[config.mk]
export PLATFORM = sky130hd
export DESIGN_NAME = qsli_ctrl
export DESIGN_NICKNAME = d
export VERILOG_FILES = /design/src/hw/rtl/qsli_pkg.sv /design/src/hw/rtl/qsli_ctrl.sv
export SDC_FILE = /design/constraint.sdc
export NUM_CORES = 1
export LEC_CHECK = 0
export BUFFER_PORTS_ARGS = -buffer_cell sky130_fd_sc_hd__clkbuf_2
export CORE_AREA = 2 2 61 63
export CTS_CLUSTER_SIZE = 10
export DETAILED_ROUTE_END_ITERATION = 16
export DIE_AREA = 0 0 63 65
export SYNTH_ARGS = -nofsm -noshare
export SYNTH_HDL_FRONTEND = slang
export SYNTH_SLANG_ARGS = --single-unit
[constraint.sdc]
create_clock -name clock -period 2.1 [get_ports clock]
set_input_delay 0.21 -clock clock [delete_from_list [all_inputs] [get_ports clock]]
set_output_delay 0.21 -clock clock [all_outputs]
set_load 0.02 [all_outputs]
[src/hw/rtl/qsli_pkg.sv]
// Shared types, operation codes and quadrature constants of the quad surface load integrator.
package qsli_pkg;

   localparam logic [3:0] OP_NOP   = 4'd0;
   localparam logic [3:0] OP_LOAD  = 4'd1;
   localparam logic [3:0] OP_TAN_A = 4'd2;
   localparam logic [3:0] OP_TAN_B = 4'd3;
   localparam logic [3:0] OP_MUL   = 4'd4;
   localparam logic [3:0] OP_CROSS = 4'd5;
   localparam logic [3:0] OP_SQ    = 4'd6;
   localparam logic [3:0] OP_SQRT  = 4'd7;
   localparam logic [3:0] OP_ACC   = 4'd8;
   localparam logic [3:0] OP_VAL   = 4'd9;
   localparam logic [3:0] OP_FIN   = 4'd10;

   localparam logic [16:0] GAUSS_LO = 17'd13849;
   localparam logic [16:0] GAUSS_HI = 17'd51687;
   localparam logic [16:0] ONE_Q16  = 17'd65536;

   localparam logic [31:0] SHAPE_LL = 32'd191794801;
   localparam logic [31:0] SHAPE_LH = 32'd715813263;
   localparam logic [31:0] SHAPE_HH = 32'd2671545969;

   typedef struct packed {
      logic       go;
      logic [3:0] op;
      logic [1:0] q;
      logic [2:0] idx;
   } cmd_type;

   function automatic logic [31:0] shape_val(input logic [1:0] q, input logic [1:0] k);
      logic f1_hi;
      logic f2_hi;
      logic [31:0] v;
      unique case (k)
         2'd0: begin
            f1_hi = ~q[0];
            f2_hi = ~q[1];
         end
         2'd1: begin
            f1_hi = q[0];
            f2_hi = ~q[1];
         end
         2'd2: begin
            f1_hi = q[0];
            f2_hi = q[1];
         end
         default: begin
            f1_hi = ~q[0];
            f2_hi = q[1];
         end
      endcase
      if (f1_hi && f2_hi) begin
         v = SHAPE_HH;
      end else if (f1_hi || f2_hi) begin
         v = SHAPE_LH;
      end else begin
         v = SHAPE_LL;
      end
      return v;
   endfunction

endpackage

[src/hw/rtl/qsli_ctrl.sv]
// Controller: corner counting and the operation sequence over Gauss points and corners.
module qsli_ctrl (
   input  logic              clock,
   input  logic              reset,
   input  logic              start,
   input  logic              done,
   output logic              busy,
   output qsli_pkg::cmd_type cmd
);

   localparam logic [1:0] S_IDLE  = 2'd0;
   localparam logic [1:0] S_ISSUE = 2'd1;
   localparam logic [1:0] S_WAIT  = 2'd2;

   localparam logic [1:0] PH_Q   = 2'd0;
   localparam logic [1:0] PH_VAL = 2'd1;
   localparam logic [1:0] PH_FIN = 2'd2;

   localparam logic [4:0] LAST_STEP = 5'd25;

   logic [1:0] state_ff, state_in;
   logic [1:0] phase_ff, phase_in;
   logic [1:0] cnt_ff, cnt_in;
   logic [4:0] step_ff, step_in;
   logic [1:0] q_ff, q_in;
   logic [1:0] k_ff, k_in;
   logic [3:0] dec_op;
   logic [2:0] dec_idx;
   logic [2:0] tan_idx;

   always_comb begin
      unique case (step_ff[4:1])
         4'd0:    tan_idx = 3'd0;
         4'd1:    tan_idx = 3'd1;
         4'd2:    tan_idx = 3'd2;
         4'd3:    tan_idx = 3'd4;
         4'd4:    tan_idx = 3'd5;
         default: tan_idx = 3'd6;
      endcase
      dec_op  = qsli_pkg::OP_NOP;
      dec_idx = 3'd0;
      unique case (phase_ff)
         PH_VAL: dec_op = qsli_pkg::OP_VAL;
         PH_FIN: begin
            dec_op  = qsli_pkg::OP_FIN;
            dec_idx = {1'b0, k_ff};
         end
         default: begin
            if (step_ff < 5'd12) begin
               dec_op  = step_ff[0] ? qsli_pkg::OP_TAN_B : qsli_pkg::OP_TAN_A;
               dec_idx = tan_idx;
            end else begin
               unique case (step_ff)
                  5'd12: dec_op = qsli_pkg::OP_MUL;
                  5'd13: dec_op = qsli_pkg::OP_CROSS;
                  5'd14: dec_op = qsli_pkg::OP_SQ;
                  5'd15: begin
                     dec_op  = qsli_pkg::OP_MUL;
                     dec_idx = 3'd1;
                  end
                  5'd16: begin
                     dec_op  = qsli_pkg::OP_CROSS;
                     dec_idx = 3'd1;
                  end
                  5'd17: dec_op = qsli_pkg::OP_SQ;
                  5'd18: begin
                     dec_op  = qsli_pkg::OP_MUL;
                     dec_idx = 3'd2;
                  end
                  5'd19: begin
                     dec_op  = qsli_pkg::OP_CROSS;
                     dec_idx = 3'd2;
                  end
                  5'd20: dec_op = qsli_pkg::OP_SQ;
                  5'd21: dec_op = qsli_pkg::OP_SQRT;
                  5'd22: dec_op = qsli_pkg::OP_ACC;
                  5'd23: begin
                     dec_op  = qsli_pkg::OP_ACC;
                     dec_idx = 3'd1;
                  end
                  5'd24: begin
                     dec_op  = qsli_pkg::OP_ACC;
                     dec_idx = 3'd2;
                  end
                  5'd25: begin
                     dec_op  = qsli_pkg::OP_ACC;
                     dec_idx = 3'd3;
                  end
                  default: dec_op = qsli_pkg::OP_NOP;
               endcase
            end
         end
      endcase
   end

   always_comb begin
      state_in = state_ff;
      phase_in = phase_ff;
      cnt_in   = cnt_ff;
      step_in  = step_ff;
      q_in     = q_ff;
      k_in     = k_ff;
      cmd.go   = 1'b0;
      cmd.op   = qsli_pkg::OP_NOP;
      cmd.q    = q_ff;
      cmd.idx  = 3'd0;
      unique case (state_ff)
         S_IDLE: begin
            if (start) begin
               cmd.go  = 1'b1;
               cmd.op  = qsli_pkg::OP_LOAD;
               cmd.idx = {1'b0, cnt_ff};
               cnt_in  = cnt_ff + 2'd1;
               if (cnt_ff == 2'd3) begin
                  state_in = S_ISSUE;
                  phase_in = PH_Q;
                  step_in  = 5'd0;
                  q_in     = 2'd0;
                  k_in     = 2'd0;
               end
            end
         end
         S_ISSUE: begin
            cmd.go   = 1'b1;
            cmd.op   = dec_op;
            cmd.idx  = dec_idx;
            state_in = S_WAIT;
         end
         S_WAIT: begin
            if (done) begin
               state_in = S_ISSUE;
               unique case (phase_ff)
                  PH_VAL: phase_in = PH_FIN;
                  PH_FIN: begin
                     k_in = k_ff + 2'd1;
                     if (k_ff == 2'd3) begin
                        state_in = S_IDLE;
                     end
                  end
                  default: begin
                     if (step_ff == LAST_STEP) begin
                        step_in = 5'd0;
                        q_in    = q_ff + 2'd1;
                        if (q_ff == 2'd3) begin
                           phase_in = PH_VAL;
                        end
                     end else begin
                        step_in = step_ff + 5'd1;
                     end
                  end
               endcase
            end
         end
         default: state_in = S_IDLE;
      endcase
   end

   always_ff @(posedge clock) begin
      if (reset) begin
         state_ff <= S_IDLE;
         phase_ff <= PH_Q;
         cnt_ff   <= 2'd0;
         step_ff  <= 5'd0;
         q_ff     <= 2'd0;
         k_ff     <= 2'd0;
      end else begin
         state_ff <= state_in;
         phase_ff <= phase_in;
         cnt_ff   <= cnt_in;
         step_ff  <= step_in;
         q_ff     <= q_in;
         k_ff     <= k_in;
      end
   end

   assign busy = (state_ff != S_IDLE);

endmodule

After elaboration in Yosys (flattened, before gate mapping). Cells that the tools add are included.

Eq/ne operators: 34. Order comparisons: 1. Reductions and logical operators: 17. Add/subtract/negate cells: 4. Mux-type cells: 38.

Operators with widths (number): $eq A5 B5 Y1 const B (10); $mux W5 (6); $mux W2 (14); $eq A5 B4 Y1 const B (4); $pmux W4 S5 (1); $pmux W5 S2 (2); $pmux W2 S2 (4); $pmux W3 S5 (1); $reduce_or A3 Y1 (5); $ne A2 B2 Y1 const B (7); $pmux W2 S3 (2); $pmux W3 S2 (2); $eq A2 B2 Y1 const B (5); $reduce_and A5 Y1 (2); $eq A4 B2 Y1 const B (2); $pmux W4 S2 (1); $reduce_and A7 Y1 (1); $add A2 B1 Y2 const B (3); $ne A3 B3 Y1 const B (2); $reduce_and A6 Y1 (1); $add A5 B1 Y5 const B (1); $lt A5 B4 Y1 const B (1); $eq A2 B1 Y1 const B (2); $eq A4 B1 Y1 const B (1); other kinds (11) (14).

Register bits after elaboration: 15. Logic and storage cells: 100. Output and inout bits: 11.

Longest topological paths before layout. Gate-level depths: netlist of run 1.

Depth after elaboration: 6. Gate-level depth with buffers: 7.

Worst setup path after synthesis of run 1. Ideal clock, no wire load.

Kind: register -> output. Start point: reg step_ff[1]. End point: out cmd[7] (netlist name). Slack: 183 ps. Data required time: 1890 ps. Cell stages (with the launch flop): 7. Path buffers: 0. Arrival: 1707 ps. Cell sequence: dfxtp_1 > ha_1 > and3_1 > ha_1 > a41o_1 > a211oi_1 > a211oi_1.

RTL lines: start, declared (RTL line qsli_ctrl.sv:24) `logic [4:0] step_ff, step_in;`; start signal, assigned (RTL line qsli_ctrl.sv:170) `step_ff <= step_in;`; end, declared (RTL line qsli_ctrl.sv:8) `output qsli_pkg::cmd_type cmd`.

==> results of run 1 <==
cell type report:
class | instances | area share [%]
inverter | 7 | 1.82
clock buffer | 4 | 1.82
multi-input combinational | 123 | 63.2
timing repair buffer | 19 | 7.46
tap | 48 | 4.16
sequential | 15 | 21.5
cells in the mapped netlist, drive strengths merged:
master,instances
a221o,1
clkbuf,3
o21ai,6
or4,1
and3,3
nand2b,4
nor2b,4
dfxtp,15
and4b,2
nand2,10
or2b,1
a22o,2
a311oi,1
nand4,1
o21a,1
a2111oi,1
or2,2
inv,7
a21o,3
o2bb2ai,1
a21oi,19
a41o,1
nand4b,3
nand3b,5
o22ai,1
a22oi,1
nor2,13
a32oi,1
o31ai,1
ha,10
xnor2,3
nand3,6
mux2i,2
o21bai,1
nor4,1
buf,6
nor3b,1
nor3,3
a221oi,1
a211oi,4
a31oi,2
worst register-to-register path, delay by kind of cell (launching register included):
kind / cells / cell delay (ns)
adders and majority gates: 1 / 0.41
buffers and inverters: 1 / 0.06
and+or+nand+nor: 2 / 0.61
AOI/OAI and AO/OA: 2 / 0.41
DFF: 1 / 0.37
sequential cells by signal (all words and copies together) (netlist names):
register	cells
cnt_ff	2
k_ff	2
phase_ff	2
q_ff	2
state_ff	2
step_ff	5
cells in the final DEF (no fill, tap or decap), types with 4 or more instances in the layout:
cell type  netlist  final
nand3_1          5      4
nor2b_1          4      4
o21ai_0          6      6
nand3b_1         4      4
nor2_1          13     12
a21oi_1         19     19
nand2b_1         4      4
dfxtp_1         15     11
nand2_1         10     10
inv_1            7      5
clkbuf_2         0      9
buf_2            5      5
ha_1            10      5
buf_4            1      5
per-layer routing:
layer  GRT usage (%)  up-vias  routed length, um
met1            18.6      579               1350
met2            26.6       30               1520
met4            5.00        0                 32
met3            1.74        4                108
met5               0        -                  0
li1                -      596                  -
path summary, 6_finish.rpt:
path                       to         from  slack [ns]  cells past startpoint
setup / recovery       cmd[7]   step_ff[0]        0.06                      7
hold / removal    state_ff[1]         done        0.27                      3
setup reg to reg      q_ff[0]  phase_ff[0]        0.17                      6
hold reg to reg       q_ff[1]      q_ff[1]        0.51                      2
kinds of logic after synthesis:
| kind of cell | Yosys count |
|---|---|
| XOR/XNOR | 3 |
| buffers and inverters | 16 |
| AO/OA/AOI/OAI | 48 |
| flip-flops | 15 |
| adder cells (fa/ha/maj) | 10 |
| AND/OR/NAND/NOR | 60 |
| multiplexers | 2 |
report_power, final:
part / leakage (uW) / internal, uW / total, uW / switching (uW)
Sequential: 0.000124 / 286 / 291 / 4.40
Combinational: 0.000423 / 17.9 / 49.3 / 31.4
Clock: 0.0000150 / 73.8 / 167 / 93.7
per-stage QoR:
stage | setup WS (ns) | total power, uW | cells | instance area (sq um) | setup TNS, ns
2_1_floorplan | 0.183 | 331 | 154 | 1200 | 0
3_3_place_gp | 0.155 | 347 | 211 | 1320 | 0
3_5_place_dp | 0.165 | 349 | 211 | 1320 | 0
4_1_cts | -0.0184 | 518 | 215 | 1360 | -0.0184
5_1_grt | -0.0325 | 534 | 216 | 1440 | -0.0646
6_report | 0.0586 | 507 | 216 | 1440 | 0
what timing repair did:
action,4_1_cts,5_1_grt
resized for setup,9,20
setup buffers,0,1
endpoints found under the setup margin,5,6
endpoints found under the hold margin,0,0
==> impl_metrics.toml, run 1 <==
[synthesis]
synthesis.area_sq_mm = 0.00120
ys_top_cells_by_area = "dfxtp_1, ha_1, a21oi_1"
synth_cell_types = 44
ys_ff_latch = 15
ys_seq_area_share_pct = 25.1
synth_top_family_by_area = "simple AND/OR/NAND/NOR gates"
synth_mux_area_share_pct = 1.67
postSynthCellCount = 154
syn_area_per_cell_sq_um = 7.78
synth_top_area_share_pct = 25.1
synth_top_area_cell = "dfxtp_1"
synthAdderAreaFrac_pct = 10.4
synth_compound_area_share_pct = 25.7
synth_xor_xnor_area_share_pct = 2.19
yosys_warnings = 0
synthSimpleGateAreaFrac_pct = 29.1
synth_fp_nets = 168

[routing]
dr.pass1.iters = 4
drt-initial-drc-count = 95
vias_per_cell = 5.60
via_count = 1209
drc = 0
avgRoutedWirePerCell_um = 14.0
ant_nets = 0
totalWireLength_um = 3020

[cts]
cts_buffers = 3
clock_latency_ns = 0.29
ctsHoldBuffers = 0
cts.path.max_buffers = 2
clock_sinks = 15
cts_tree = "yes"
cts.clk_slew.worst_paths_ns = 0.10
htreeDepth = 1
clockRootBuffer = "clkbuf_4"

[critical_path]
slowest_stage = "dfxtp_4"
path_buf_inv = 1
path_max_fanout = 6
critical_path.top_delay_family = "compound AO/OA/AOI/OAI gates"
criticalPathCategory = "reg -> out"
crit_arrival_ns = 1.83
worstSetupStartpointType = "flip-flop"
cp_cell_sequence = "ha_4 -> and3_1 -> ha_1 -> a41o_1 -> a211oi_2 -> a211oi_1 -> buf_2"
critPathRequiredTime_ns = 1.89
critical_path.max_stage_delay_ns = 0.38
worst_setup_path_end_kind = "output pin"

[global_routing]
grt_start_max_net_pins = 19
grtUsageTotal_pct = 14.9
grt_pass1_vias = 1132
globalRoute.totalOverflow = 0
antenna_found_initial = 0
grt_pass1_wl_um = 4950

[cells_and_area]
syn_to_final_growth_pct = 20.4
fin_nets = 183
n_antenna_cell = 0
fill_cells = 376
fin_util_pct = 41.3
drive_above_1_share_pct = 26.2
regArea_sq_um = 310
multi_input_area_sq_um = 912

[sta]
period_needed_ns = 2.04
max_freq_ghz = 0.490
fin_crit_sh_pct = 97.2
grt_setup_unrepaired = "yes"
tightest_slew_ns = 0.412
skew_ns = 0.00962
timing.hold.ws_ns = 0.273
slew_viol_final = 0
slew_headroom_pct = 72.5
hold_violations = 0
final-setup-viol-count = 0

[place]
portBuffers = 14
dp_hpwl_um = 2150
gp_congestion = 0.863

[floorplanning]
core-area_sq_mm = 0.00350
die_h_um = 65
initial_core_util_pct = 34.3
die_x_um = 63
ioPinCount = 15
die-area_sq_mm = 0.00410
row_count = 22

[status]
status = "completed"

[pwr]
p_leak_uw = 0.000562
irDropWorstVdd_mv = 0.143
powerDensity_mw_per_mm2 = 352

[flow_run]
cap_violations = 0

[min_path]
holdCritPathClass = "in -> reg"
No activity file was read; power rests on OpenSTA's default activity.
==> run 2, diff against run 1 <==
CTS_BUF_LIST = sky130_fd_sc_hd__clkbuf_8   (was default)
==> run 2 against run 1 <==
Non-clock buffer count fell by 1. Power up 12%. Utilization down 0.43 points. Final cell count is 0.46% lower. Critical path depth did not move. First-iteration DRC count rose by 26%. Worst setup slack lost 0.011 ns. Clock skew is 0.0075 ns lower. Die area unchanged. Design area is 1.0% lower. Sequential share of layout area increased by 0.23 points. Critical path type unchanged.
==> impl_metrics.toml, run 2 (same netlist as run 1, synthesis figures left out) <==
[place]
portBuffers = 14
placed_area_sq_mm = 0.00132
placed_cells = 211
gp_congestion = 0.863
dp_hpwl_um = 2150

[cells_and_area]
largest_register_ffs = 5
regMostFlops = "step_ff"
regArea_sq_um = 310
layout_commonest_cell = "a21oi_1"
stdcell_area_sq_mm = 0.00143
drive_above_1_share_pct = 22.2
fin_nets = 182
fin_cells = 215
multi_input_area_sq_um = 886
fill_cells = 372
mostFrequentLayoutCells = "a21oi_1, nor2_1, clkbuf_2, dfxtp_1, nand2_1"
syn_to_final_growth_pct = 19.1
n_antenna_cell = 0

[pwr]
p_leak_uw = 0.000558
power_frac_clock_pct = 40.4
powerDensity_mw_per_mm2 = 400
pwr-share-seq_pct = 51.0
p_comb_share_pct = 8.5
swShare_pct = 24.0
power.net_switching_uw = 137
irDropWorstVdd_mv = 0.152
p_int_uw = 434

[routing]
ant_nets = 0
vias_per_cell = 5.46
totalWireLength_um = 2990
dr.pass1.iters = 4
via_count = 1173
drt-initial-drc-count = 120
drc = 0
avgRoutedWirePerCell_um = 13.9

[critical_path]
worst_setup_path_end_kind = "output pin"
critical_path.max_stage_delay_ns = 0.40
crit_arrival_ns = 1.84
cp_cell_sequence = "inv_1 -> ha_4 -> or2_2 -> o2bb2ai_1 -> a211oi_2 -> a211oi_1 -> buf_2"
worstSetupStartpointType = "flip-flop"
criticalPathCategory = "reg -> out"
slowest_stage = "dfxtp_4"
path_max_fanout = 6
critPathRequiredTime_ns = 1.89

[sta]
skew_ns = 0.00213
grt_setup_unrepaired = "yes"
hold_violations = 0
slew_headroom_pct = 72.9
slew_viol_final = 0
fin_crit_sh_pct = 97.8
tightest_slew_ns = 0.406
final-setup-viol-count = 0
period_needed_ns = 2.05
timing.hold.ws_ns = 0.317
max_freq_ghz = 0.487

[min_path]
holdCritPathClass = "in -> reg"

[flow_run]
cap_violations = 0

[floorplanning]
die_h_um = 65
initial_core_util_pct = 34.3
core-area_sq_mm = 0.00350
row_count = 22
die-area_sq_mm = 0.00410
die_x_um = 63
ioPinCount = 15

[cts]
cts_tree = "yes"
cts_buffers = 3
clock_latency_ns = 0.25
cts_setup_buffers = 0
htreeDepth = 1
cts.clk_slew.worst_paths_ns = 0.06
cts.path.max_buffers = 2
clockRootBuffer = "clkbuf_8"
clock_sinks = 15

[global_routing]
use_met2_pct = 26.3
top_usage_layer = "met2"
grtUsageTotal_pct = 15.2
grtUsageMet3_pct = 2.26
grt_start_max_net_pins = 19
globalRoute.totalOverflow = 0
antenna_found_initial = 0
grt_pass1_vias = 1128
grt_pass1_wl_um = 4960
grt_use_met1_pct = 18.6

[status]
status = "completed"
-- run 2: through the flow --
stage / setup TNS, ns / worst slack, ns / power (uW) / util [%]
finish: 0 / 0.0472 / 571 / 40.8
global route: -0.0506 / -0.0198 / 598 / 40.8
floorplan: 0 / 0.183 / 331 / -
CTS: 0 / 0.0243 / 583 / 39.3
global placement: 0 / 0.155 / 347 / 37.6
detailed placement: 0 / 0.165 / 349 / 37.6
-- run 2: power groups by stage --
stage	registers [uW]	logic [uW]	clock network [uW]
6_report	291	48.7	231
5_1_grt	292	53.9	252
4_1_cts	294	49.0	241
3_5_place_dp	300	48.8	0
3_3_place_gp	299	47.4	0
2_1_floorplan	299	32.3	0
-- run 2: what timing repair did --
item / in CTS / in global routing
gates cloned: 0 / 0
endpoints found under the setup margin: 3 / 5
gates resized for setup: 7 / 12
pin swaps: 0 / 0
hold buffers: 0 / 0
hold endpoints to repair: 0 / 0
-- run 2: critical path, delay by kind of cell (launching register included) --
| kind | cells | cell delay (ns) |
|---|---|---|
| DFF | 1 | 0.40 |
| adders and majority gates | 1 | 0.20 |
| AOI/OAI and AO/OA | 3 | 0.44 |
| and+or+nand+nor | 1 | 0.27 |
| buffers and inverters | 2 | 0.29 |
-- run 2: layer usage --
metal  up-vias  wire [um]
met5         -          0
met4         0         51
met3         5        128
met2        28       1450
met1       547       1360
li1        593          -
-- run 2: final cells by class --
class	count	share of cell area, %
inverters	7	1.84
clock buffers	3	2.89
well taps	48	4.21
repair buffers	18	7.01
clock inverters	1	0.263
multi-input cells	123	62.1
flip-flops and latches	15	21.7
-- run 2: worst paths after layout --
kind,cells after the start,startpoint,to,slack [ns]
worst min register to register,2,q_ff[1],q_ff[1],0.51
worst max register to register,6,phase_ff[0],q_ff[0],0.20
worst min-delay path,3,done,state_ff[1],0.32
worst max-delay path,7,step_ff[0],cmd[7],0.05
==> run 3, diff against run 2 <==
BUFFER_PORTS_ARGS = -buffer_cell sky130_fd_sc_hd__buf_2   (was -buffer_cell sky130_fd_sc_hd__clkbuf_2)
CELL_PAD_IN_SITES_DETAIL_PLACEMENT = 1   (was default)
CELL_PAD_IN_SITES_GLOBAL_PLACEMENT = 1   (was default)
PLACE_DENSITY_LB_ADDON = 0.1   (was default)
==> run 3 against run 2 <==
Maximum frequency increased by 1.2%. Sequential share of layout area decreased by 0.90 points. Clock skew is 0.0018 ns higher. Critical endpoint unchanged. Clock power rose by 5%. Largest power group unchanged.
==> impl_metrics.toml, run 3 (same netlist as run 1, synthesis figures left out) <==
[routing]
via_count = 1201
drc = 0
ant_nets = 0
drt-initial-drc-count = 60
avgRoutedWirePerCell_um = 15.8
dr.pass1.iters = 4
vias_per_cell = 5.51
totalWireLength_um = 3440

[global_routing]
antenna_found_initial = 0
grt_start_max_net_pins = 19
grt_pass1_vias = 1136
grtUsageTotal_pct = 17.5
globalRoute.totalOverflow = 0
grt_pass1_wl_um = 5580

[cells_and_area]
fin_nets = 185
layout_commonest_cell = "a21oi_1"
drive_above_1_share_pct = 26.5
largest_register_ffs = 5
n_antenna_cell = 0
stdcell_area_sq_mm = 0.00150
regMostFlops = "step_ff"
syn_to_final_growth_pct = 24.7
mostFrequentLayoutCells = "a21oi_1, buf_2, nor2_1, nand2_1, dfxtp_1"

[cts]
clock_sinks = 15
cts.path.max_buffers = 2
clock_latency_ns = 0.25
cts.clk_slew.worst_paths_ns = 0.07
cts_buffers = 3
cts_tree = "yes"
clockRootBuffer = "clkbuf_8"
htreeDepth = 1

[critical_path]
crit_arrival_ns = 1.82
worst_setup_path_end_kind = "output pin"
crit_path_start = "step_ff[0]"
r2r_slack_ns = 0.32
reg2reg_depth = 6
path_max_fanout = 6
criticalPathCategory = "reg -> out"
worstSetupStartpointType = "flip-flop"
timing.rr.start = "phase_ff[0]"
critPathRequiredTime_ns = 1.89

[place]
placed_area_sq_mm = 0.00132
portBuffers = 14
gp_congestion = 0.810
pre_cts_ws_ns = 0.156
dp_hpwl_um = 2470

[floorplanning]
die_h_um = 65
row_count = 22
die_x_um = 63
die-area_sq_mm = 0.00410
initial_core_util_pct = 34.3
core-area_sq_mm = 0.00350
ioPinCount = 15

[min_path]
hold_depth = 3
hold_start = "done"
holdCritPathClass = "in -> reg"

[pwr]
irDropWorstVdd_mv = 0.187
p_int_uw = 435
p_leak_uw = 0.000591
power.net_switching_uw = 149
p_comb_share_pct = 8.7
power_frac_clock_pct = 41.6
swShare_pct = 25.5
pwr-share-seq_pct = 49.8
p_total_uw = 585
powerDensity_mw_per_mm2 = 391

[sta]
max_freq_ghz = 0.493
fin_crit_sh_pct = 96.5
skew_ns = 0.00389
timing.hold.ws_ns = 0.293
period_needed_ns = 2.03
slew_viol_final = 0
hold_violations = 0
fin_ws_ns = 0.0725
slew_headroom_pct = 69.5
tightest_slew_ns = 0.457
final-setup-viol-count = 0

[status]
status = "completed"

[flow_run]
cap_violations = 0
[run 3: cell types whose count changed in the layout (fill, tap and decap cells not counted), sizes merged]
cell      change
clkinvlp      +1
buf          +15
clkbuf       -12
inv           -1
[run 3: stage by stage]
| step | TNS (ns) | cells | utilization [%] |
|---|---|---|---|
| 5_1_grt | -0.00378 | 218 | 42.8 |
| 3_5_place_dp | 0 | 212 | 37.8 |
| 6_report | 0 | 218 | 42.8 |
| 2_1_floorplan | 0 | 154 | - |
| 4_1_cts | 0 | 216 | 39.5 |
| 3_3_place_gp | 0 | 212 | 37.8 |
[run 3: cell type report]
class	instances	area (sq um)
clock buffers	3	41.3
flip-flops and latches	15	312
repair buffers	21	125
inverters	7	30.0
fillers	436	2000
multi-input cells	123	923
clock inverters	1	3.75
well taps	48	60.1
[run 3: worst max-delay path: stages, from the launching register on]
cell and delay [ns]:
dfxtp_4 0.38, ha_4 0.19, and3_1 0.20, ha_1 0.18
a41o_1 0.21, a211oi_2 0.14, a211oi_1 0.09, buf_2 0.17
[run 3: timing repair]
| action | CTS | global route |
|---|---|---|
| buffers inserted | 0 | 2 |
| pin swaps | 0 | 4 |
| endpoints found under the setup margin | 5 | 5 |
| hold buffers | 0 | 0 |
| gates resized for setup | 7 | 19 |
[run 3: final timing paths]
check / endpoint
setup / recovery: cmd[7]
hold / removal: state_ff[1]
setup reg to reg: q_ff[0]
hold reg to reg: q_ff[1]
[run 3: per-layer routing]
metal / vias up / GRT usage, % / part of all wire, %
met5: - / 0 / 0
met4: 0 / 5.00 / 0.87
met1: 582 / 22.4 / 48
met2: 17 / 29.9 / 49
met3: 5 / 3.13 / 2.2
li1: 597 / - / -
[run 3: power by group through the flow]
stage | sequential (uW) | combinational [uW] | clock (uW)
3_5_place_dp | 300 | 50.5 | 0
6_report | 291 | 50.7 | 243
4_1_cts | 293 | 50.7 | 250
2_1_floorplan | 299 | 32.3 | 0
5_1_grt | 292 | 56.3 | 271
3_3_place_gp | 300 | 48.7 | 0
